===== src/rtl/core/pbra_pkg.sv =====
// ----------------------------------------------------------------------------
// pbra_pkg
// Shared types, codes and widths of the phase-binned running averager.
// ----------------------------------------------------------------------------
`default_nettype none

package pbra_pkg;

  // Default number of phase bins.
  localparam int NUM_PHASES_DEF = 16;

  // Field widths.
  localparam int REQ_W    = 2;
  localparam int PHASE_W  = 8;
  localparam int VALUE_W  = 32;
  localparam int STATUS_W = 3;
  localparam int COUNT_W  = 16;
  localparam int CYCLES_W = 32;

  // Divider widths: |avg*n + s| stays at or below 2^47, so 48 magnitude bits.
  localparam int DIVIDEND_W = 49;
  localparam int MAG_W      = 48;
  localparam int DIVISOR_W  = COUNT_W + 1;

  localparam logic [COUNT_W-1:0]  COUNT_MAX  = '1;
  localparam logic [CYCLES_W-1:0] CYCLES_MAX = '1;

  typedef enum logic [REQ_W-1:0] {
    REQ_SAMPLE = 2'd0,
    REQ_END    = 2'd1,
    REQ_READ   = 2'd2,
    REQ_CLEAR  = 2'd3
  } req_t;

  typedef enum logic [STATUS_W-1:0] {
    ST_NONE  = 3'd0,
    ST_AVG   = 3'd1,
    ST_CUR   = 3'd2,
    ST_BLEND = 3'd3,
    ST_RANGE = 3'd4
  } status_t;

  typedef enum logic [2:0] {
    S_IDLE,
    S_FETCH,
    S_EVAL,
    S_ADD,
    S_DIVGO,
    S_DIV
  } state_t;

endpackage

`default_nettype wire


===== src/rtl/core/pbra_div.sv =====
// ----------------------------------------------------------------------------
// pbra_div
// Serial signed-by-unsigned divider, one quotient bit per cycle, truncating
// toward zero.
// ----------------------------------------------------------------------------
`default_nettype none

module pbra_div (
  input  wire logic                                  clk,
  input  wire logic                                  rst,
  input  wire logic                                  start,
  input  wire logic signed [pbra_pkg::DIVIDEND_W-1:0] dividend,
  input  wire logic        [pbra_pkg::DIVISOR_W-1:0]  divisor,
  output logic                                       done,
  output logic signed      [pbra_pkg::VALUE_W-1:0]    quotient
);

  localparam int MAG_W  = pbra_pkg::MAG_W;
  localparam int DVS_W  = pbra_pkg::DIVISOR_W;
  localparam int Q_W    = pbra_pkg::VALUE_W;
  localparam int STEP_W = $clog2(MAG_W);
  localparam logic [STEP_W-1:0] LAST_STEP = STEP_W'(MAG_W - 1);

  logic                           running;
  logic [STEP_W-1:0]              step;
  logic [MAG_W-1:0]               shreg;
  logic [DVS_W-1:0]               rem;
  logic [DVS_W-1:0]               dvs;
  logic                           neg;

  logic signed [pbra_pkg::DIVIDEND_W-1:0] abs_full;
  logic [DVS_W:0]                 trial;
  logic [DVS_W:0]                 diff;
  logic                           fits;
  logic [Q_W-1:0]                 qmag;

  assign abs_full = dividend[pbra_pkg::DIVIDEND_W-1] ? -dividend : dividend;
  assign trial    = {rem, shreg[MAG_W-1]};
  assign diff     = trial - {1'b0, dvs};
  assign fits     = trial >= {1'b0, dvs};
  assign qmag     = shreg[Q_W-1:0];
  assign quotient = neg ? $signed(-qmag) : $signed(qmag);

  always_ff @(posedge clk) begin
    if (rst) begin
      running <= 1'b0;
      done    <= 1'b0;
      step    <= '0;
    end else begin
      done <= 1'b0;
      if (start) begin
        running <= 1'b1;
        step    <= '0;
      end else if (running) begin
        step <= step + 1'b1;
        if (step == LAST_STEP) begin
          running <= 1'b0;
          done    <= 1'b1;
        end
      end
    end
  end

  // Shift register holds the remaining dividend bits and collects quotient bits.
  always_ff @(posedge clk) begin
    if (start) begin
      shreg <= abs_full[MAG_W-1:0];
      rem   <= '0;
      dvs   <= divisor;
      neg   <= dividend[pbra_pkg::DIVIDEND_W-1];
    end else if (running) begin
      shreg <= {shreg[MAG_W-2:0], fits};
      rem   <= fits ? diff[DVS_W-1:0] : trial[DVS_W-1:0];
    end
  end

endmodule

`default_nettype wire


===== src/rtl/core/phase_binned_running_average.sv =====
// ----------------------------------------------------------------------------
// phase_binned_running_average
// Phase-resolved ensemble averager of one signed Q16.16 value over phase bins.
// ----------------------------------------------------------------------------
// A request is taken when start is high and busy is low. Sample, clear and
// out-of-range requests leave busy low, so they may come in every cycle. A
// read goes through FETCH and EVAL, and when it blends the mean with the held
// sample also through ADD, DIVGO and DIV, since the blend goes through the
// shared serial divider (48 steps). End of cycle walks all bins: FETCH and
// EVAL for each bin, plus ADD, DIVGO and DIV for each sampled bin that already
// has a mean. The per-bin tables are memories with one registered read; their
// contents are qualified by per-bin flags that reset clears, so there is no
// clearing pass after reset. Results appear for exactly one cycle with
// result_valid and cannot be held off by the receiver.
`default_nettype none

module phase_binned_running_average #(
  parameter int NUM_PHASES = pbra_pkg::NUM_PHASES_DEF
) (
  input  wire logic                                clk,
  input  wire logic                                rst,
  input  wire logic                                start,
  input  wire logic        [pbra_pkg::REQ_W-1:0]   req_type,
  input  wire logic        [pbra_pkg::PHASE_W-1:0] phase_index,
  input  wire logic signed [pbra_pkg::VALUE_W-1:0] sample_value,
  output logic                                     busy,
  output logic                                     result_valid,
  output logic signed      [pbra_pkg::VALUE_W-1:0]  estimate,
  output logic             [pbra_pkg::STATUS_W-1:0] status,
  output logic             [pbra_pkg::COUNT_W-1:0]  bin_count,
  output logic             [pbra_pkg::CYCLES_W-1:0] cycle_total
);

  localparam int VALUE_W = pbra_pkg::VALUE_W;
  localparam int COUNT_W = pbra_pkg::COUNT_W;
  localparam int PH_W    = (NUM_PHASES > 1) ? $clog2(NUM_PHASES) : 1;
  localparam logic [pbra_pkg::PHASE_W:0] PH_LIMIT = (pbra_pkg::PHASE_W + 1)'(NUM_PHASES);
  localparam logic [PH_W-1:0] LAST_PH = PH_W'(NUM_PHASES - 1);

  pbra_pkg::state_t state, state_next;
  pbra_pkg::req_t   req;

  logic [PH_W-1:0]              ph_in;
  logic                         in_range;
  logic [PH_W-1:0]              cur_ph;
  logic                         scan_mode;
  logic [pbra_pkg::CYCLES_W-1:0] cycles_done;
  logic [NUM_PHASES-1:0]        held_flag;
  logic [NUM_PHASES-1:0]        bin_seen;

  logic signed [VALUE_W-1:0]    avg_mem  [NUM_PHASES];
  logic        [COUNT_W-1:0]    cnt_mem  [NUM_PHASES];
  logic signed [VALUE_W-1:0]    held_mem [NUM_PHASES];
  logic signed [VALUE_W-1:0]    avg_rd;
  logic        [COUNT_W-1:0]    cnt_rd;
  logic signed [VALUE_W-1:0]    held_rd;

  logic signed [pbra_pkg::DIVIDEND_W-1:0] product;
  logic signed [pbra_pkg::DIVIDEND_W-1:0] sum;
  logic        [pbra_pkg::DIVISOR_W-1:0]  div_n;

  logic                         cur_flag;
  logic                         cur_seen;
  logic                         cnt_sat;
  logic [COUNT_W-1:0]           cnt_inc;
  logic [COUNT_W-1:0]           mult_factor;
  logic [pbra_pkg::DIVISOR_W-1:0] div_n_next;

  logic                         held_we;
  logic                         bin_we;
  logic signed [VALUE_W-1:0]    bin_avg_wdata;
  logic [COUNT_W-1:0]           bin_cnt_wdata;
  logic                         advance;
  logic                         end_accept;
  logic                         clear_accept;
  logic                         emit;
  logic signed [VALUE_W-1:0]    emit_est;
  pbra_pkg::status_t            emit_status;
  logic [COUNT_W-1:0]           emit_count;

  logic                         div_start;
  logic                         div_done;
  logic signed [VALUE_W-1:0]    div_q;

  assign req      = pbra_pkg::req_t'(req_type);
  assign ph_in    = phase_index[PH_W-1:0];
  assign in_range = {1'b0, phase_index} < PH_LIMIT;
  assign busy     = (state != pbra_pkg::S_IDLE);
  assign cur_flag = held_flag[cur_ph];
  assign cur_seen = bin_seen[cur_ph];

  // In the end-of-cycle scan a saturated count keeps n at its maximum, so the old weight is n-1.
  assign cnt_sat     = (cnt_rd == pbra_pkg::COUNT_MAX);
  assign cnt_inc     = cnt_sat ? cnt_rd : cnt_rd + 1'b1;
  assign mult_factor = (scan_mode && cnt_sat) ? cnt_rd - 1'b1 : cnt_rd;
  assign div_n_next  = (scan_mode && cnt_sat) ? {1'b0, cnt_rd}
                                              : {1'b0, cnt_rd} + 1'b1;

  pbra_div u_div (
    .clk      (clk),
    .rst      (rst),
    .start    (div_start),
    .dividend (sum),
    .divisor  (div_n),
    .done     (div_done),
    .quotient (div_q)
  );

  always_ff @(posedge clk) begin
    if (rst) begin
      state <= pbra_pkg::S_IDLE;
    end else begin
      state <= state_next;
    end
  end

  always_comb begin
    state_next    = state;
    held_we       = 1'b0;
    bin_we        = 1'b0;
    bin_avg_wdata = held_rd;
    bin_cnt_wdata = cnt_inc;
    advance       = 1'b0;
    end_accept    = 1'b0;
    clear_accept  = 1'b0;
    emit          = 1'b0;
    emit_est      = '0;
    emit_status   = pbra_pkg::ST_NONE;
    emit_count    = '0;
    div_start     = 1'b0;
    case (state)
      pbra_pkg::S_IDLE: begin
        if (start) begin
          case (req)
            pbra_pkg::REQ_SAMPLE: begin
              if (!in_range) begin
                emit        = 1'b1;
                emit_status = pbra_pkg::ST_RANGE;
              end else if (!held_flag[ph_in]) begin
                held_we = 1'b1;
              end
            end
            pbra_pkg::REQ_END: begin
              end_accept = 1'b1;
              state_next = pbra_pkg::S_FETCH;
            end
            pbra_pkg::REQ_READ: begin
              if (!in_range) begin
                emit        = 1'b1;
                emit_status = pbra_pkg::ST_RANGE;
              end else begin
                state_next = pbra_pkg::S_FETCH;
              end
            end
            pbra_pkg::REQ_CLEAR: begin
              clear_accept = 1'b1;
            end
            default: begin
            end
          endcase
        end
      end
      pbra_pkg::S_FETCH: begin
        state_next = pbra_pkg::S_EVAL;
      end
      pbra_pkg::S_EVAL: begin
        if (cur_flag && cur_seen) begin
          state_next = pbra_pkg::S_ADD;
        end else if (!scan_mode) begin
          emit       = 1'b1;
          state_next = pbra_pkg::S_IDLE;
          if (cur_seen) begin
            emit_est    = avg_rd;
            emit_status = pbra_pkg::ST_AVG;
            emit_count  = cnt_rd;
          end else if (cur_flag) begin
            emit_est    = held_rd;
            emit_status = pbra_pkg::ST_CUR;
          end
        end else begin
          // The first finalized sample of a bin becomes its mean as is.
          if (cur_flag) begin
            bin_we        = 1'b1;
            bin_avg_wdata = held_rd;
            bin_cnt_wdata = COUNT_W'(1);
          end
          advance = 1'b1;
        end
      end
      pbra_pkg::S_ADD: begin
        state_next = pbra_pkg::S_DIVGO;
      end
      pbra_pkg::S_DIVGO: begin
        div_start  = 1'b1;
        state_next = pbra_pkg::S_DIV;
      end
      pbra_pkg::S_DIV: begin
        if (div_done) begin
          if (!scan_mode) begin
            emit        = 1'b1;
            emit_est    = div_q;
            emit_status = pbra_pkg::ST_BLEND;
            emit_count  = cnt_rd;
            state_next  = pbra_pkg::S_IDLE;
          end else begin
            bin_we        = 1'b1;
            bin_avg_wdata = div_q;
            bin_cnt_wdata = cnt_inc;
            advance       = 1'b1;
          end
        end
      end
      default: begin
        state_next = pbra_pkg::S_IDLE;
      end
    endcase
    if (advance) begin
      state_next = (cur_ph == LAST_PH) ? pbra_pkg::S_IDLE : pbra_pkg::S_FETCH;
    end
  end

  // Control state: bin pointer, flags and the finalized cycle count.
  always_ff @(posedge clk) begin
    if (rst) begin
      cur_ph      <= '0;
      scan_mode   <= 1'b0;
      cycles_done <= '0;
      held_flag   <= '0;
      bin_seen    <= '0;
    end else begin
      if (state == pbra_pkg::S_IDLE && start) begin
        cur_ph    <= end_accept ? '0 : ph_in;
        scan_mode <= end_accept;
      end else if (advance) begin
        cur_ph <= cur_ph + 1'b1;
      end
      if (end_accept && cycles_done != pbra_pkg::CYCLES_MAX) begin
        cycles_done <= cycles_done + 1'b1;
      end
      if (clear_accept) begin
        held_flag <= '0;
      end
      if (held_we) begin
        held_flag[ph_in] <= 1'b1;
      end
      if (bin_we) begin
        bin_seen[cur_ph]  <= 1'b1;
        held_flag[cur_ph] <= 1'b0;
      end
    end
  end

  always_ff @(posedge clk) begin
    if (held_we) begin
      held_mem[ph_in] <= sample_value;
    end
    held_rd <= held_mem[cur_ph];
  end

  always_ff @(posedge clk) begin
    if (bin_we) begin
      avg_mem[cur_ph] <= bin_avg_wdata;
      cnt_mem[cur_ph] <= bin_cnt_wdata;
    end
    avg_rd <= avg_mem[cur_ph];
    cnt_rd <= cnt_mem[cur_ph];
  end

  always_ff @(posedge clk) begin
    if (state == pbra_pkg::S_EVAL) begin
      product <= avg_rd * $signed({1'b0, mult_factor});
      div_n   <= div_n_next;
    end
    if (state == pbra_pkg::S_ADD) begin
      sum <= product + pbra_pkg::DIVIDEND_W'(held_rd);
    end
  end

  always_ff @(posedge clk) begin
    if (rst) begin
      result_valid <= 1'b0;
    end else begin
      result_valid <= emit;
    end
  end

  always_ff @(posedge clk) begin
    if (emit) begin
      estimate    <= emit_est;
      status      <= emit_status;
      bin_count   <= emit_count;
      cycle_total <= cycles_done;
    end
  end

`ifndef SYNTHESIS
  // A result only follows a request taken or work under way in the previous cycle.
  a_result_cause: assert property (@(posedge clk) disable iff (rst)
    result_valid |-> ($past(start && !busy) || $past(busy)))
    else $error("result without a request in progress");

  a_empty_fields: assert property (@(posedge clk) disable iff (rst)
    (result_valid && (status == pbra_pkg::ST_NONE || status == pbra_pkg::ST_RANGE))
      |-> (estimate == '0 && bin_count == '0))
    else $error("no-data or range result carries a value");

  a_cycles_monotonic: assert property (@(posedge clk) disable iff (rst)
    1'b1 |=> (cycles_done >= $past(cycles_done)))
    else $error("cycle count went backward");

  a_div_idle: assert property (@(posedge clk) disable iff (rst)
    div_done |-> (state == pbra_pkg::S_DIV))
    else $error("divider finished outside its wait state");
`endif

endmodule

`default_nettype wire

===== config.mk =====
export PLATFORM = sky130hd
export DESIGN_NAME = phase_binned_running_average
export DESIGN_NICKNAME = d
export VERILOG_FILES = /design/src/rtl/core/pbra_pkg.sv /design/src/rtl/core/pbra_div.sv /design/src/rtl/core/phase_binned_running_average.sv
export SDC_FILE = /design/constraint.sdc
export NUM_CORES = 2
export LEC_CHECK = 0
export BUFFER_PORTS_ARGS = -buffer_cell sky130_fd_sc_hd__buf_2
export CORE_MARGIN = 8
export CORE_UTILIZATION = 39
export DETAILED_ROUTE_END_ITERATION = 8
export HOLD_SLACK_MARGIN = 0.06
export PLACE_DENSITY = 0.56
export RECOVER_POWER = 50
export SLEW_MARGIN = 10
export SYNTH_ARGS = -nofsm -noshare
export SYNTH_HDL_FRONTEND = slang
export SYNTH_SLANG_ARGS = --single-unit

===== constraint.sdc =====
create_clock -name clk -period 7.8 [get_ports clk]
set_input_delay 0.78 -clock clk [delete_from_list [all_inputs] [get_ports clk]]
set_output_delay 0.78 -clock clk [all_outputs]
set_load 0.01 [all_outputs]

==> results.py <==
metrics = {
    "run_status": {
        "status": "complete, but fails checks",
        "violations": "capacitance limit, slew limit",
    },
    "sta": {
        "maxSlewHeadroom_pct": -157.6,
        "finalSetupViolations": 0,
        "min_period_over_period_pct": 95.46,
        "max_clock_freq_mhz": 134.3,
        "rsz0062_at_grt": "false",
        "setup_tns_ns": 0,
        "max_slew.worst_pin.slew_ns": 3.865,
        "final_max_slew_viol_count": 1102,
        "clock_skew_ns": 0.08479,
        "hold_viol_final": 0,
        "period_minus_slack_ns": 7.446,
    },
    "drt": {
        "drt-initial-drc-count": 3954,
        "post-route-drc-count": 0,
        "ant_nets": 0,
        "first_pass_iters": 5,
        "avgRoutedWirePerCell_um": 25.12,
        "num_vias": 49342,
        "routed_wl_um": 231200,
        "viasPerCell": 5.359,
    },
    "floorplanning": {
        "die_h_um": 488.2,
        "die_x_um": 488.2,
        "ios": 130,
        "coreArea_um2": 221900,
        "dieArea_um2": 238300,
        "num_rows": 173,
        "start_util_pct": 39.19,
    },
    "synth": {
        "synth_seq_cells": 1722,
        "synthFlopType": "edfxtp_1",
        "synth_area_per_cell_um2": 14.86,
        "ys_seq_area_share_pct": 57.42,
        "synthCells": 5851,
        "synth_edf_count": 1544,
        "synth_cell_types": 75,
        "synthesis.area_um2": 86960,
        "yosysWarnings": 0,
        "synthArstFlopShare_pct": 0,
        "synth_fp_nets": 6583,
    },
    "clock_tree": {
        "cts_tree": "done",
        "cts_max_path_buffers": 3,
        "htreeDepth": 4,
        "root_buffer": "clkbuf_16",
        "cts.clk_slew.worst_paths_ns": 0.06,
        "cts_sinks": 1722,
        "worst_skew_pair.late_latency_ns": 0.86,
        "postCtsSetupBuffers": 0,
        "numCtsBuffers": 182,
    },
    "global_routing": {
        "grt_usage_pct": 19.27,
        "grt_remaining_overflow": 0,
        "antenna_found_initial": 13,
        "grt_pass1_wl_um": 344700,
        "grt_pass1_vias": 51584,
        "grt_max_degree": 130,
    },
    "setup_path": {
        "crit_path_start": "cnt_rd[1]",
        "cp_slowest_stage_delay_ns": 0.55,
        "crit_path_end_kind": "register",
        "critPathLaunchType": "register",
        "critical_path_class": "register to register",
        "crit_family": "adder cells",
        "crit_fanout": 32,
        "crit_slowest_cell": "fa_1",
        "crit_path_frequent_cell": "fa_1",
        "regToRegSetupSlack_ns": 0.35,
        "worstPathRequired_ns": 8.36,
        "r2r_start": "cnt_rd[1]",
        "cp.buffers_inverters": 6,
        "crit_arrival_ns": 8.01,
    },
    "worst_hold_path": {
        "hold_class": "primary input to register",
        "worstHoldStart": "start",
    },
    "final_layout": {
        "syn2layout_area_growth_pct": 12.58,
        "nNetsFinal": 6800,
        "layout-drive-gt1-share_pct": 14.62,
        "utilization_pct": 44.12,
    },
    "place": {
        "portBuffers": 129,
        "dp_hpwl_um": 156000,
        "gp_congestion": 0.8914,
    },
    "run": {
        "maxCapViolations": 38,
    },
}
[path summary, 6_finish.rpt]
path / end / cells past startpoint
max: product[47] / 29
min: state[0] / 5
max reg2reg: product[47] / 29
min reg2reg: u_div.dvs[7] / 0
[through the flow]
step | cells | cell area, um2 | hold slack, ns | worst slack [ns]
final | 9207 | 97890 | 0.4045 | 0.3545
after global routing | 9200 | 97880 | 0.3658 | 0.001536
after CTS | 9198 | 98330 | 0.2135 | 0.2181
after detailed placement | 8858 | 91970 | 0.4099 | 0.2516
after global placement | 8858 | 91960 | 0.4108 | 0.4002
after floorplan | 5851 | 86960 | 0.4003 | 0.4239
[metal layers]
layer / part of all wire (%) / global-route usage [%] / vias up
li1: - / - / 21472
met5: 0.018 / 0 / -
met2: 49 / 32.63 / 1490
met3: 5.5 / 3.034 / 393
met1: 42 / 25.51 / 25981
met4: 3.5 / 6.375 / 6
[logic make-up after synthesis]
kind of cell	synth area share, %
AOI/OAI and AO/OA	4.413
xor gates and xnor gates	2.307
adders and majority gates	14.12
buffers and inverters	4.053
DFF	57.42
muxes	10.91
and+or+nand+nor	6.777
[cell type report]
class,count,area (um2)
inverter,666,2500
antenna,8,20.02
tap,2975,3722
sequential,1722,49940
clock buffer,232,4926
timing repair buffer,305,1768
fill,19696,124000
multi-input combinational,3191,33580
clock inverter,108,1435
[tightest hold or removal path: cells and delay by family]
| family | cells | cell delay (ns) |
|---|---|---|
| AO/OA/AOI/OAI | 2 | 0.20 |
| AND/OR/NAND/NOR | 2 | 0.10 |
| buffers and inverters | 1 | 0.12 |
[what timing repair did]
action | CTS | global route
resized for setup | 0 | 9
setup endpoints to repair | 0 | 9
hold buffers | 0 | 0
[synth_stat cells, types with 44 or more instances]
cell | n | area (um2)
edfxtp_1 | 1544 | 46360
inv_1 | 665 | 2496
nand2_1 | 531 | 1993
fa_1 | 491 | 9829
mux4_2 | 415 | 9346
clkbuf_1 | 237 | 889.6
and2_1 | 216 | 1351
ha_1 | 196 | 2452
o21ai_0 | 195 | 975.9
nor2_1 | 191 | 716.9
dfxtp_1 | 178 | 3563
a21oi_1 | 160 | 800.8
xor2_1 | 116 | 1016
xnor2_1 | 113 | 989.7
a21o_1 | 56 | 420.4
nor3_1 | 50 | 250.2
nand3_1 | 44 | 220.2
[state kept, by name, indices dropped and copies added, names as in the netlist, 32 cells and up]
register	count
avg_mem	512
held_mem	512
cnt_mem	256
product	49
sum	49
u_div.shreg	48
avg_rd	32
cycle_total	32
cycles_done	32
estimate	32
held_rd	32
[cells in the final DEF, fill, tap and decap left out, drive strengths merged, types with 113 or more instances in the layout]
cell and instances:
ha 196, xnor2 113, fa 491, buf 149, and2 216, clkbuf 388, nand2 531, a21oi 160
edfxtp 1544, nor2 191, inv 676, dfxtp 178, mux4 415, xor2 116, o21ai 208
Power is not shown: default switching activity piles up to over one toggle a cycle in this logic, so the estimate is an artifact.
